[config.mk]
export PLATFORM = sky130hd
export DESIGN_NAME = windows_path_validator_unit_flat
export DESIGN_NICKNAME = d
export VERILOG_FILES = /design/src/design/wpv_pkg.sv /design/src/design/wpv_char_if.sv /design/src/design/wpv_result_if.sv /design/src/design/wpv_cfg.sv /design/src/design/wpv_parse.sv /design/src/design/windows_path_validator_unit.sv /design/src/flat_wrapper.sv
export SDC_FILE = /design/constraint.sdc
export NUM_CORES = 1
export LEC_CHECK = 0
export CORE_UTILIZATION = 50
export DETAILED_ROUTE_END_ITERATION = 12
export DONT_BUFFER_PORTS = 1
export PLACE_DENSITY = 0.7
export SKIP_LAST_GASP = 1
export SLEW_MARGIN = 20
export SYNTH_ARGS = -nofsm -noshare
export SYNTH_HDL_FRONTEND = slang
export SYNTH_SLANG_ARGS = --single-unit
[constraint.sdc]
create_clock -name clk -period 4 [get_ports clk]
set_input_delay 0.2 -clock clk [delete_from_list [all_inputs] [get_ports clk]]
set_output_delay 0.2 -clock clk [all_outputs]
set_load 0.1 [all_outputs]
[src/design/wpv_pkg.sv]
// ----------------------------------------------------------------------------
// wpv_pkg: shared types and codes for the path validator
// Config register map, config bundle, result record and status codes.
// ----------------------------------------------------------------------------
package wpv_pkg;

  // config port geometry
  localparam int CFG_IDX_W  = 3;
  localparam int CFG_DATA_W = 1;

  // config register indexes
  localparam logic [CFG_IDX_W-1:0] CFG_MODE         = 3'd0;
  localparam logic [CFG_IDX_W-1:0] CFG_ALLOW_MINUS  = 3'd1;
  localparam logic [CFG_IDX_W-1:0] CFG_ALLOW_TILDE  = 3'd2;
  localparam logic [CFG_IDX_W-1:0] CFG_ALLOW_PERIOD = 3'd3;
  localparam logic [CFG_IDX_W-1:0] CFG_ALLOW_SPACE  = 3'd4;

  // result status codes
  localparam logic [1:0] ST_VALID    = 2'd0;
  localparam logic [1:0] ST_INVALID  = 2'd1;
  localparam logic [1:0] ST_TOO_LONG = 2'd2;

  typedef struct packed {
    logic mode;
    logic allow_minus;
    logic allow_tilde;
    logic allow_period;
    logic allow_space;
  } cfg_t;

  typedef struct packed {
    logic [1:0] status;
    logic [7:0] stop_index;
    logic [7:0] split_index;
    logic       split_found;
  } result_t;

endpackage

[src/design/wpv_char_if.sv]
// ----------------------------------------------------------------------------
// wpv_char_if: character stream channel
// One character per beat, valid/ready handshake.
// ----------------------------------------------------------------------------
interface wpv_char_if;
  logic       valid;
  logic       ready;
  logic [7:0] ch;

  modport source (output valid, output ch, input ready);
  modport sink   (input valid, input ch, output ready);
endinterface

[src/design/wpv_result_if.sv]
// ----------------------------------------------------------------------------
// wpv_result_if: validation result channel
// One result per beat, valid/ready handshake.
// ----------------------------------------------------------------------------
interface wpv_result_if;
  logic       valid;
  logic       ready;
  logic [1:0] status;
  logic [7:0] stop_index;
  logic [7:0] split_index;
  logic       split_found;

  modport source (output valid, output status, output stop_index,
                  output split_index, output split_found, input ready);
  modport sink   (input valid, input status, input stop_index,
                  input split_index, input split_found, output ready);
endinterface

[src/design/wpv_cfg.sv]
// ----------------------------------------------------------------------------
// wpv_cfg: configuration register file
// Five single-bit option registers behind a plain write port.
// ----------------------------------------------------------------------------
module wpv_cfg
  import wpv_pkg::*;
(
  input  logic                  clk,
  input  logic                  rst,
  input  logic                  wr_en,
  input  logic [CFG_IDX_W-1:0]  addr,
  input  logic [CFG_DATA_W-1:0] wdata,
  output cfg_t                  cfg
);

  always_ff @(posedge clk) begin
    if (rst) begin
      cfg.mode         <= 1'b0;
      cfg.allow_minus  <= 1'b1;
      cfg.allow_tilde  <= 1'b1;
      cfg.allow_period <= 1'b0;
      cfg.allow_space  <= 1'b0;
    end else if (wr_en) begin
      case (addr)
        CFG_MODE:         cfg.mode         <= wdata[0];
        CFG_ALLOW_MINUS:  cfg.allow_minus  <= wdata[0];
        CFG_ALLOW_TILDE:  cfg.allow_tilde  <= wdata[0];
        CFG_ALLOW_PERIOD: cfg.allow_period <= wdata[0];
        CFG_ALLOW_SPACE:  cfg.allow_space  <= wdata[0];
        default: ;
      endcase
    end
  end

endmodule

[src/design/wpv_parse.sv]
// ----------------------------------------------------------------------------
// wpv_parse: per-character grammar state machine
// Advances the parse state by one character per step and forms the result
// that a terminator releases.
// ----------------------------------------------------------------------------
module wpv_parse
  import wpv_pkg::*;
#(
  parameter int MAX_LEN = 255
) (
  input  logic       clk,
  input  logic       rst,
  input  logic       step,
  input  logic [7:0] ch,
  input  cfg_t       cfg,
  output result_t    result
);

  localparam int CW = $clog2(MAX_LEN + 1);
  localparam int XW = (CW > 8) ? CW : 8;

  localparam logic [7:0] CH_NUL      = 8'h00;
  localparam logic [7:0] CH_BSL      = 8'h5C;
  localparam logic [7:0] CH_COLON    = 8'h3A;
  localparam logic [7:0] CH_DOT      = 8'h2E;
  localparam logic [7:0] CH_SPACE    = 8'h20;
  localparam logic [7:0] CH_MINUS    = 8'h2D;
  localparam logic [7:0] CH_TILDE    = 8'h7E;
  localparam logic [7:0] CH_USCORE   = 8'h5F;
  localparam logic [7:0] CASE_OFFSET = 8'd32;

  typedef enum logic [3:0] {
    S_START, S_B1, S_SRV0, S_SRV, S_DEV, S_D1, S_P2, S_PB, S_PBD,
    S_RS, S_LDOT, S_SUB, S_SPC, S_DOT
  } state_t;

  typedef enum logic [1:0] {CTX_ROOT, CTX_TOP, CTX_FILE} ctx_t;

  // sub-component tracker: saturating length, first three chars, 4th digit
  typedef struct packed {
    logic [2:0]      len;
    logic [2:0][7:0] prefix;
    logic            fd;
  } sub_t;

  function automatic logic is_alpha(logic [7:0] c);
    return (c >= "a" && c <= "z") || (c >= "A" && c <= "Z");
  endfunction

  function automatic logic is_num(logic [7:0] c);
    return c >= "0" && c <= "9";
  endfunction

  function automatic logic is_lead(logic [7:0] c);
    return is_alpha(c) || is_num(c) || c == CH_USCORE;
  endfunction

  function automatic logic [7:0] to_upper(logic [7:0] c);
    return (c >= "a" && c <= "z") ? c - CASE_OFFSET : c;
  endfunction

  function automatic sub_t add_char(sub_t s, logic [7:0] c);
    sub_t r;
    r = s;
    if (s.len < 3'd3) r.prefix[s.len[1:0]] = to_upper(c);
    if (s.len == 3'd3) r.fd = is_num(c);
    if (s.len < 3'd5) r.len = s.len + 3'd1;
    return r;
  endfunction

  function automatic logic reserved(sub_t s);
    logic [7:0] a, b, d;
    a = s.prefix[0];
    b = s.prefix[1];
    d = s.prefix[2];
    if (s.len == 3'd3)
      return (a == "A" && b == "U" && d == "X") || (a == "C" && b == "O" && d == "N") ||
             (a == "N" && b == "U" && d == "L") || (a == "P" && b == "R" && d == "N");
    if (s.len == 3'd4 && s.fd)
      return (a == "C" && b == "O" && d == "M") || (a == "L" && b == "P" && d == "T");
    return 1'b0;
  endfunction

  state_t        state, state_next;
  ctx_t          ctx, ctx_next;
  logic [CW-1:0] char_index, char_index_next;
  sub_t          sub, sub_next;
  logic          dot_used, dot_used_next;
  logic          err, err_next;
  logic [1:0]    err_code, err_code_next;
  logic [7:0]    err_index, err_index_next;
  logic [7:0]    split_pos, split_pos_next;
  logic          split_seen, split_seen_next;

  logic [XW-1:0] ix;
  logic [7:0]    i8;
  logic          term, at_limit, comp;

  assign ix       = XW'(char_index);
  assign i8       = ix[7:0];
  assign term     = (ch == CH_NUL);
  assign at_limit = (char_index >= CW'(MAX_LEN));
  assign comp     = is_lead(ch) || (cfg.allow_minus && ch == CH_MINUS) ||
                    (cfg.allow_tilde && ch == CH_TILDE);

  always_comb begin
    state_t     es;
    logic       fail;
    logic [7:0] fail_at;

    state_next      = state;
    ctx_next        = ctx;
    sub_next        = sub;
    dot_used_next   = dot_used;
    err_next        = err;
    err_code_next   = err_code;
    err_index_next  = err_index;
    split_pos_next  = split_pos;
    split_seen_next = split_seen;
    fail            = 1'b0;
    fail_at         = i8;
    es              = state;

    if (!err && !term && at_limit) begin
      err_next       = 1'b1;
      err_code_next  = ST_TOO_LONG;
      err_index_next = 8'(MAX_LEN);
    end else if (!err) begin
      // lookahead states fall through to the root-path or period handling
      if ((state == S_B1 && ch != CH_BSL) || (state == S_PB && ch != CH_DOT))
        es = S_RS;
      if (state == S_PBD && ch != CH_DOT && cfg.allow_period) begin
        ctx_next        = CTX_ROOT;
        split_pos_next  = i8 - 8'd1;
        split_seen_next = 1'b1;
        dot_used_next   = 1'b0;
        es              = S_LDOT;
      end

      case (es)
        S_START: begin
          split_seen_next = 1'b0;
          dot_used_next   = 1'b0;
          if (cfg.mode) begin
            ctx_next = CTX_FILE;
            if (is_lead(ch)) begin
              sub_next   = add_char('{len: 3'd0, prefix: sub.prefix, fd: 1'b0}, ch);
              state_next = S_SUB;
            end else if (ch == CH_DOT && cfg.allow_period) begin
              state_next = S_LDOT;
            end else begin
              fail = 1'b1;
            end
          end else if (ch == CH_BSL) begin
            state_next = S_B1;
          end else if (ch == CH_DOT) begin
            state_next = S_D1;
          end else if (is_lead(ch)) begin
            ctx_next        = CTX_TOP;
            split_pos_next  = 8'd0;
            split_seen_next = 1'b1;
            sub_next        = add_char('{len: 3'd0, prefix: sub.prefix, fd: 1'b0}, ch);
            state_next      = S_SUB;
          end else begin
            fail = 1'b1;
          end
        end
        S_B1:   state_next = S_SRV0;
        S_SRV0: begin
          if (is_lead(ch)) state_next = S_SRV;
          else fail = 1'b1;
        end
        S_SRV: begin
          if (ch == CH_BSL) state_next = S_RS;
          else if (!is_lead(ch)) fail = 1'b1;
        end
        S_DEV: begin
          if (ch == CH_BSL) state_next = S_RS;
          else fail = 1'b1;
        end
        S_D1: begin
          if (!term) begin
            if (ch == CH_BSL) begin
              state_next = S_RS;
            end else if (ch == CH_DOT) begin
              state_next = S_P2;
            end else if (is_lead(ch) && cfg.allow_period) begin
              ctx_next        = CTX_TOP;
              split_pos_next  = 8'd0;
              split_seen_next = 1'b1;
              dot_used_next   = 1'b0;
              sub_next        = add_char('{len: 3'd0, prefix: sub.prefix, fd: 1'b0}, ch);
              state_next      = S_SUB;
            end else begin
              fail    = 1'b1;
              fail_at = 8'd0;
            end
          end
        end
        S_P2: begin
          if (ch == CH_BSL) state_next = S_PB;
          else if (!term) fail = 1'b1;
        end
        S_PB:   state_next = S_PBD;
        S_PBD: begin
          if (ch == CH_DOT) begin
            state_next = S_P2;
          end else begin
            fail    = 1'b1;
            fail_at = i8 - 8'd1;
          end
        end
        S_RS: begin
          if (!term) begin
            if (is_lead(ch)) begin
              ctx_next        = CTX_ROOT;
              split_pos_next  = i8;
              split_seen_next = 1'b1;
              dot_used_next   = 1'b0;
              sub_next        = add_char('{len: 3'd0, prefix: sub.prefix, fd: 1'b0}, ch);
              state_next      = S_SUB;
            end else if (ch == CH_DOT && cfg.allow_period) begin
              ctx_next        = CTX_ROOT;
              split_pos_next  = i8;
              split_seen_next = 1'b1;
              dot_used_next   = 1'b0;
              state_next      = S_LDOT;
            end else begin
              fail = 1'b1;
            end
          end
        end
        S_LDOT, S_DOT: begin
          if (is_lead(ch)) begin
            sub_next   = add_char('{len: 3'd0, prefix: sub.prefix, fd: 1'b0}, ch);
            state_next = S_SUB;
          end else begin
            fail = 1'b1;
          end
        end
        S_SUB: begin
          if (comp) begin
            sub_next = add_char(sub, ch);
          end else if (ch == CH_SPACE && cfg.allow_space) begin
            state_next = S_SPC;
          end else if (ctx == CTX_TOP && char_index == CW'(1) && ch == CH_COLON &&
                       is_alpha(sub.prefix[0])) begin
            // drive letter
            split_seen_next = 1'b0;
            state_next      = S_DEV;
          end else if (reserved(sub)) begin
            fail    = 1'b1;
            fail_at = i8 - 8'd1;
          end else if (!term) begin
            if (ch == CH_DOT) begin
              if (!dot_used || cfg.allow_period) begin
                dot_used_next = 1'b1;
                if (ctx == CTX_FILE) begin
                  split_pos_next  = i8;
                  split_seen_next = 1'b1;
                end
                state_next = S_DOT;
              end else begin
                fail = 1'b1;
              end
            end else if (ch == CH_BSL && ctx == CTX_ROOT) begin
              split_seen_next = 1'b0;
              state_next      = S_RS;
            end else begin
              fail = 1'b1;
            end
          end
        end
        S_SPC: begin
          if (comp) begin
            sub_next   = add_char(add_char(sub, CH_SPACE), ch);
            state_next = S_SUB;
          end else begin
            fail    = 1'b1;
            fail_at = reserved(sub) ? i8 - 8'd2 : i8 - 8'd1;
          end
        end
        default: fail = 1'b1;
      endcase

      if (fail) begin
        err_next       = 1'b1;
        err_code_next  = ST_INVALID;
        err_index_next = fail_at;
      end
    end

    if (term) char_index_next = '0;
    else if (!at_limit) char_index_next = char_index + CW'(1);
    else char_index_next = char_index;
  end

  // result released by a terminator
  always_comb begin
    if (err_next) begin
      result.status      = err_code_next;
      result.stop_index  = err_index_next;
      result.split_index = 8'd0;
      result.split_found = 1'b0;
    end else begin
      result.status      = ST_VALID;
      result.stop_index  = i8;
      result.split_index = split_seen_next ? split_pos_next : 8'd0;
      result.split_found = split_seen_next;
    end
  end

  always_ff @(posedge clk) begin
    if (rst) begin
      state      <= S_START;
      ctx        <= CTX_ROOT;
      char_index <= '0;
      sub.len    <= 3'd0;
      sub.fd     <= 1'b0;
      dot_used   <= 1'b0;
      err        <= 1'b0;
      split_seen <= 1'b0;
    end else if (step) begin
      char_index <= char_index_next;
      sub.prefix <= sub_next.prefix;
      if (term) begin
        state      <= S_START;
        ctx        <= CTX_ROOT;
        sub.len    <= 3'd0;
        sub.fd     <= 1'b0;
        dot_used   <= 1'b0;
        err        <= 1'b0;
        split_seen <= 1'b0;
      end else begin
        state      <= state_next;
        ctx        <= ctx_next;
        sub.len    <= sub_next.len;
        sub.fd     <= sub_next.fd;
        dot_used   <= dot_used_next;
        err        <= err_next;
        split_seen <= split_seen_next;
      end
    end
  end

  // payload registers
  always_ff @(posedge clk) begin
    if (step) begin
      err_code   <= err_code_next;
      err_index  <= err_index_next;
      split_pos  <= split_pos_next;
    end
  end

endmodule

[src/design/windows_path_validator_unit.sv]
// Latency: a terminator beat passes the input register, then the grammar step into the result register.
// Throughput: one character beat per cycle; result beats stall only the terminator.
// Rate is set by the grammar step between input and result registers.
// Reset (rst, synchronous, active high) clears the parse state, both stage valids
// and the option registers to their defaults (path mode, minus and tilde allowed).
// ----------------------------------------------------------------------------
// windows_path_validator_unit: streaming path / filename validator
// Checks a zero-terminated character stream against the pathname or filename
// grammar and emits one result beat per terminator.
// ----------------------------------------------------------------------------
module windows_path_validator_unit
  import wpv_pkg::*;
#(
  parameter int MAX_LEN = 255
) (
  input  logic                  clk,
  input  logic                  rst,
  input  logic                  cfg_wr_en,
  input  logic [CFG_IDX_W-1:0]  cfg_addr,
  input  logic [CFG_DATA_W-1:0] cfg_wdata,
  wpv_char_if.sink              char_chan,
  wpv_result_if.source          result_chan
);

  cfg_t       cfg;

  // input stage: one character beat
  logic       in_valid;
  logic [7:0] in_ch;

  // output stage: one result beat
  logic       out_valid;
  result_t    out_data;

  result_t    res;
  logic       term;
  logic       step;

  // option registers
  wpv_cfg u_cfg (
    .clk   (clk),
    .rst   (rst),
    .wr_en (cfg_wr_en),
    .addr  (cfg_addr),
    .wdata (cfg_wdata),
    .cfg   (cfg)
  );

  // A character moves into the parser unless it is a terminator and the
  // result register is still holding an untaken beat.
  assign term           = (in_ch == 8'd0);
  assign step           = in_valid && (!term || !out_valid || result_chan.ready);
  assign char_chan.ready = !in_valid || step;

  always_ff @(posedge clk) begin
    if (rst) begin
      in_valid <= 1'b0;
    end else if (char_chan.ready) begin
      in_valid <= char_chan.valid;
    end
  end

  always_ff @(posedge clk) begin
    if (char_chan.ready && char_chan.valid) in_ch <= char_chan.ch;
  end

  // grammar state machine
  wpv_parse #(
    .MAX_LEN (MAX_LEN)
  ) u_parse (
    .clk    (clk),
    .rst    (rst),
    .step   (step),
    .ch     (in_ch),
    .cfg    (cfg),
    .result (res)
  );

  // result register
  always_ff @(posedge clk) begin
    if (rst) begin
      out_valid <= 1'b0;
    end else if (step && term) begin
      out_valid <= 1'b1;
    end else if (result_chan.ready) begin
      out_valid <= 1'b0;
    end
  end

  always_ff @(posedge clk) begin
    if (step && term) out_data <= res;
  end

  assign result_chan.valid       = out_valid;
  assign result_chan.status      = out_data.status;
  assign result_chan.stop_index  = out_data.stop_index;
  assign result_chan.split_index = out_data.split_index;
  assign result_chan.split_found = out_data.split_found;

  // a terminator that enters the parser always leaves a result beat behind
  a_term_gives_result: assert property (@(posedge clk) disable iff (rst)
    (step && term) |=> out_valid)
    else $error("terminator produced no result beat");

  // failed strings never report a split point
  a_error_no_split: assert property (@(posedge clk) disable iff (rst)
    (out_valid && out_data.status != ST_VALID) |->
      (!out_data.split_found && out_data.split_index == 8'd0))
    else $error("error result carries a split point");

  // overlength strings stop at the length limit
  a_too_long_index: assert property (@(posedge clk) disable iff (rst)
    (out_valid && out_data.status == ST_TOO_LONG) |->
      (out_data.stop_index == 8'(MAX_LEN)))
    else $error("too-long result with wrong stop index");

endmodule
[src/flat_wrapper.sv]
// flat-port wrapper written by rule: the top's interface ports become plain ports
module windows_path_validator_unit_flat import wpv_pkg::*;
#(
  parameter int MAX_LEN = 255
)
  (clk, rst, cfg_wr_en, cfg_addr, cfg_wdata, char_chan_valid, char_chan_ch, char_chan_ready, result_chan_valid, result_chan_status, result_chan_stop_index, result_chan_split_index, result_chan_split_found, result_chan_ready);
  wpv_char_if char_chan_i ();
  wpv_result_if result_chan_i ();
  input  logic clk;
  input  logic rst;
  input  logic cfg_wr_en;
  input  logic [CFG_IDX_W-1:0] cfg_addr;
  input  logic [CFG_DATA_W-1:0] cfg_wdata;
  input wire logic [$bits(char_chan_i.valid)-1:0] char_chan_valid;
  input wire logic [$bits(char_chan_i.ch)-1:0] char_chan_ch;
  output wire logic [$bits(char_chan_i.ready)-1:0] char_chan_ready;
  output wire logic [$bits(result_chan_i.valid)-1:0] result_chan_valid;
  output wire logic [$bits(result_chan_i.status)-1:0] result_chan_status;
  output wire logic [$bits(result_chan_i.stop_index)-1:0] result_chan_stop_index;
  output wire logic [$bits(result_chan_i.split_index)-1:0] result_chan_split_index;
  output wire logic [$bits(result_chan_i.split_found)-1:0] result_chan_split_found;
  input wire logic [$bits(result_chan_i.ready)-1:0] result_chan_ready;
  assign char_chan_i.valid = char_chan_valid;
  assign char_chan_i.ch = char_chan_ch;
  assign char_chan_ready = char_chan_i.ready;
  assign result_chan_valid = result_chan_i.valid;
  assign result_chan_status = result_chan_i.status;
  assign result_chan_stop_index = result_chan_i.stop_index;
  assign result_chan_split_index = result_chan_i.split_index;
  assign result_chan_split_found = result_chan_i.split_found;
  assign result_chan_i.ready = result_chan_ready;
  windows_path_validator_unit #(.MAX_LEN(MAX_LEN)) u_core (.clk(clk), .rst(rst), .cfg_wr_en(cfg_wr_en), .cfg_addr(cfg_addr), .cfg_wdata(cfg_wdata), .char_chan(char_chan_i), .result_chan(result_chan_i));
endmodule
==> key figures <==
Synth
  • Top FF cell, synth: edfxtp_1
  • Largest area contributor in the synthesized netlist: edfxtp_1
  • Adder-Cell Fraction of Synth Area: 3.246%
  • Ys Warns: 0
  • Seq/Total Area, Yosys: 35.95%
  • Asr flop ratio synth: 0%
  • Synth area leaders: edfxtp_1 28%, dfxtp_1 7.7%, nand2_1 4.7%, a21oi_1 3.8%, ha_1 3.2%
  • Simple-Gate Fraction of Synth Area: 25.29%
  • Syn_area_per_cell: 9.063 sq um
  • Post-Synth XOR/XNOR Area: 1.555%
  • Syn_nets: 844
  • Syn Inst Count: 808
  • Synth top area share: 28.29%
  • Largest family of logic cells by synthesized area: compound AO/OA/AOI/OAI gates
  • Post-synthesis cell area: 0.007323 sq mm
  • Netlist cell types: 110
  • Mux contribution to synthesized area: 1.914%
  • Number of synthesized register bits: 97
  • Post-synth EDFFs: 69
  • Compound-Gate Fraction of Synth Area: 26.43%

Worst setup path
  • R2R cell count: 11
  • Worst Path Max Fanout: 9
  • CP endpoint: u_core.result_chan.split_index[4]
  • Critical Path AT: 3.76 ns
  • FF-to-FF setup slack: 0.35 ns
  • Reg2reg end: u_core.result_chan.split_index[4]
  • Required time of the critical path: 4.12 ns
  • Crit path capture type: flip-flop
  • Worst setup path startpoint: u_core.u_parse.sub[25]
  • Crit Path Class: reg2reg
  • R2r startpoint: u_core.u_parse.sub[25]
  • Worst setup SP type: flip-flop

Floorplan
  • Row Count: 43
  • Starting Density: 51.95%
  • Core Box Area: 0.01410 sq mm
  • Die area: 0.01513 sq mm
  • Ports: 38
  • Die Ht: 123.0 um
  • Die W: 123.0 um

Clocking
  • CTS Buf Count: 9
  • CTS tree: built
  • Clock Tree Root: clkbuf_16
  • Clock-pin slew on the worst setup and hold paths: 0.07 ns
  • CTS sink cnt: 97
  • Htree depth: 3
  • Clk Latency, worst-skew pair: 0.36 ns
  • Clk buf depth: 2

Cells and area
  • Final net count: 855
  • Layout area overhead: 7.910%
  • Final core utilization: 56.06%
  • Multi-input logic area: 0.004294 sq mm
  • Share of layout cells above drive strength 1: 14.20%
  • Commonest non-fill, non-tap cell in the layout: nand2_1
  • Ant diodes: 0
  • Commonest cells after routing, fill and taps aside: 92 x nand2_1, 69 x edfxtp_1, 63 x nor2_1, 55 x a21oi_1, 47 x o21ai_0
  • Filler Cells Inserted: 1297
  • FF+latch area: 0.002633 sq mm

Timing
  • Fmax achieved: 274.1 MHz
  • Pins over their slew limit: 0
  • Final setup fails: 0
  • Skew final: 0.01341 ns
  • Final TNS setup: 0 ns
  • RSZ-0062 raised after global routing: no
  • Actual slew at the worst max-slew pin: 0.9854 ns
  • Slew HR: 34.09%
  • Final hold vios: 0
  • Period utilization: 91.19%
  • Final worst path period need: 3.648 ns

Global routing
  • Number of global-route vias before repair: 6429
  • Largest net degree at the start of global routing: 24
  • First-pass GRT wire length: 34840 um
  • Antenna violations before repair: 0
  • Global route total overflow: 0
  • Global Route Usage Sum: 30.30%

Detailed routing
  • Total number of vias: 6869
  • DR pass1 iterations: 7
  • Vias/cell: 6.842
  • Post-route DRC violation count: 0
  • Post-route antenna net violation count: 0
  • Detailed Route Iter0 Violations: 707
  • Total Wirelength: 22030 um
  • Wire length per cell: 21.94 um

Pwr
  • Worst IR Drop VDD: 0.2994 mV
  • Pwr/cell area: 425.3 mW/mm^2
  • LEAKAGE: 2.764 nW

Outcome
  • Status: finished, final reports clean

Placement
  • Placer congestion estimate: 1.045
  • PortBufs: 0
  • DP HPWL: 16060 um

Flow run
  • Max Cap Viol: 0

Min path
  • Worst hold path class: in2reg
## power breakdown
part	switching (mW)	total [mW]	leakage, nW	internal (mW)
sequential	0.0918	1.30	0.875	1.21
combinational	0.707	1.21	1.76	0.506
clock	0.421	0.851	0.127	0.430
## per-stage QoR
| stage | worst slack, ns | instance area, sq um | hold WS, ns | total power [mW] | cells |
|---|---|---|---|---|---|
| final | 0.3522 | 7903 | 0.03063 | 3.361 | 1004 |
| after global routing | 0.002963 | 7903 | 0.02527 | 3.520 | 1004 |
| after CTS | 0.2630 | 7893 | 0.01882 | 3.338 | 1004 |
| after detailed placement | 0.2669 | 7502 | 0.2757 | 2.484 | 977 |
| after global placement | 0.3109 | 7502 | 0.2734 | 2.463 | 977 |
| after floorplan | 0.07630 | 7323 | 0.2989 | 2.198 | 808 |
## critical path, cell delays in order (launching register included)
cell	delay (ns)
dfxtp_1	0.50
ha_1	0.21
ha_1	0.31
nand4b_1	0.17
nor3_1	0.08
a221oi_1	0.54
nand3_1	0.27
a2111oi_1	0.67
buf_4	0.22
nor3_1	0.04
a221o_1	0.26
and2_1	0.14
## cells in the mapped netlist (5+ instances only)
master	instances
nor4bb_1	5
or3_1	5
nor2_1	63
xnor2_1	8
o21ai_1	8
or2_2	6
a211oi_1	7
nor2b_1	10
o22ai_1	8
a21o_1	7
nand4b_1	6
ha_1	19
a31oi_1	11
a22o_1	18
nor3b_1	7
nand2_1	92
o21a_1	6
a22oi_1	5
nand2b_1	10
nand4_1	12
inv_1	21
nor4_1	10
a21oi_1	55
buf_2	7
o221ai_1	8
nor3_1	21
clkbuf_1	22
xor2_1	5
edfxtp_1	69
nand3_1	23
and2_1	15
mux2i_1	8
and3_1	8
o21ai_0	47
dfxtp_1	28
clkbuf_8	12
## worst min path at each step
stage,from,to,cells past startpoint
3_5_place_dp,rst,u_core.u_parse.sub[0],1
5_1_grt,cfg_wdata,u_core.u_cfg.cfg[0],2
4_1_cts,cfg_wdata,u_core.u_cfg.cfg[0],2
2_1_floorplan,char_chan_ch[0],u_core.in_ch[0],0
3_3_place_gp,rst,u_core.u_parse.sub[0],1
6_report,cfg_wdata,u_core.u_cfg.cfg[0],2
## kinds of logic after synthesis
group,after synthesis
compound gates,265
xor+xnor,13
fa+ha+maj,19
buf+inv,70
flops,97
mux,12
simple gates,332
## routing by layer
metal | wire length [um] | vias up | GRT usage (%)
li1 | - | 3121 | -
met1 | 9407 | 3295 | 41.16
met2 | 9906 | 389 | 46.00
met3 | 1912 | 64 | 6.596
met4 | 798 | 0 | 13.78
met5 | 0 | - | 0
## final cells by class
cell class,instances,area share (%)
Timing Repair Buffer,48,4.908
Tap cell,180,2.850
Sequential cell,97,33.31
Clock inverter,6,0.6491
Inverter,22,1.045
Multi-Input combinational cell,641,54.34
Clock buffer,10,2.897
## repair_timing
| item | in CTS | in global routing |
|---|---|---|
| endpoints found under the setup margin | 0 | 2 |
| resized for setup | 0 | 2 |
| hold endpoints to repair | 29 | 0 |
| hold buffers | 11 | 0 |
| setup buffers | 0 | 0 |
Power figures use the tool's default switching activity.
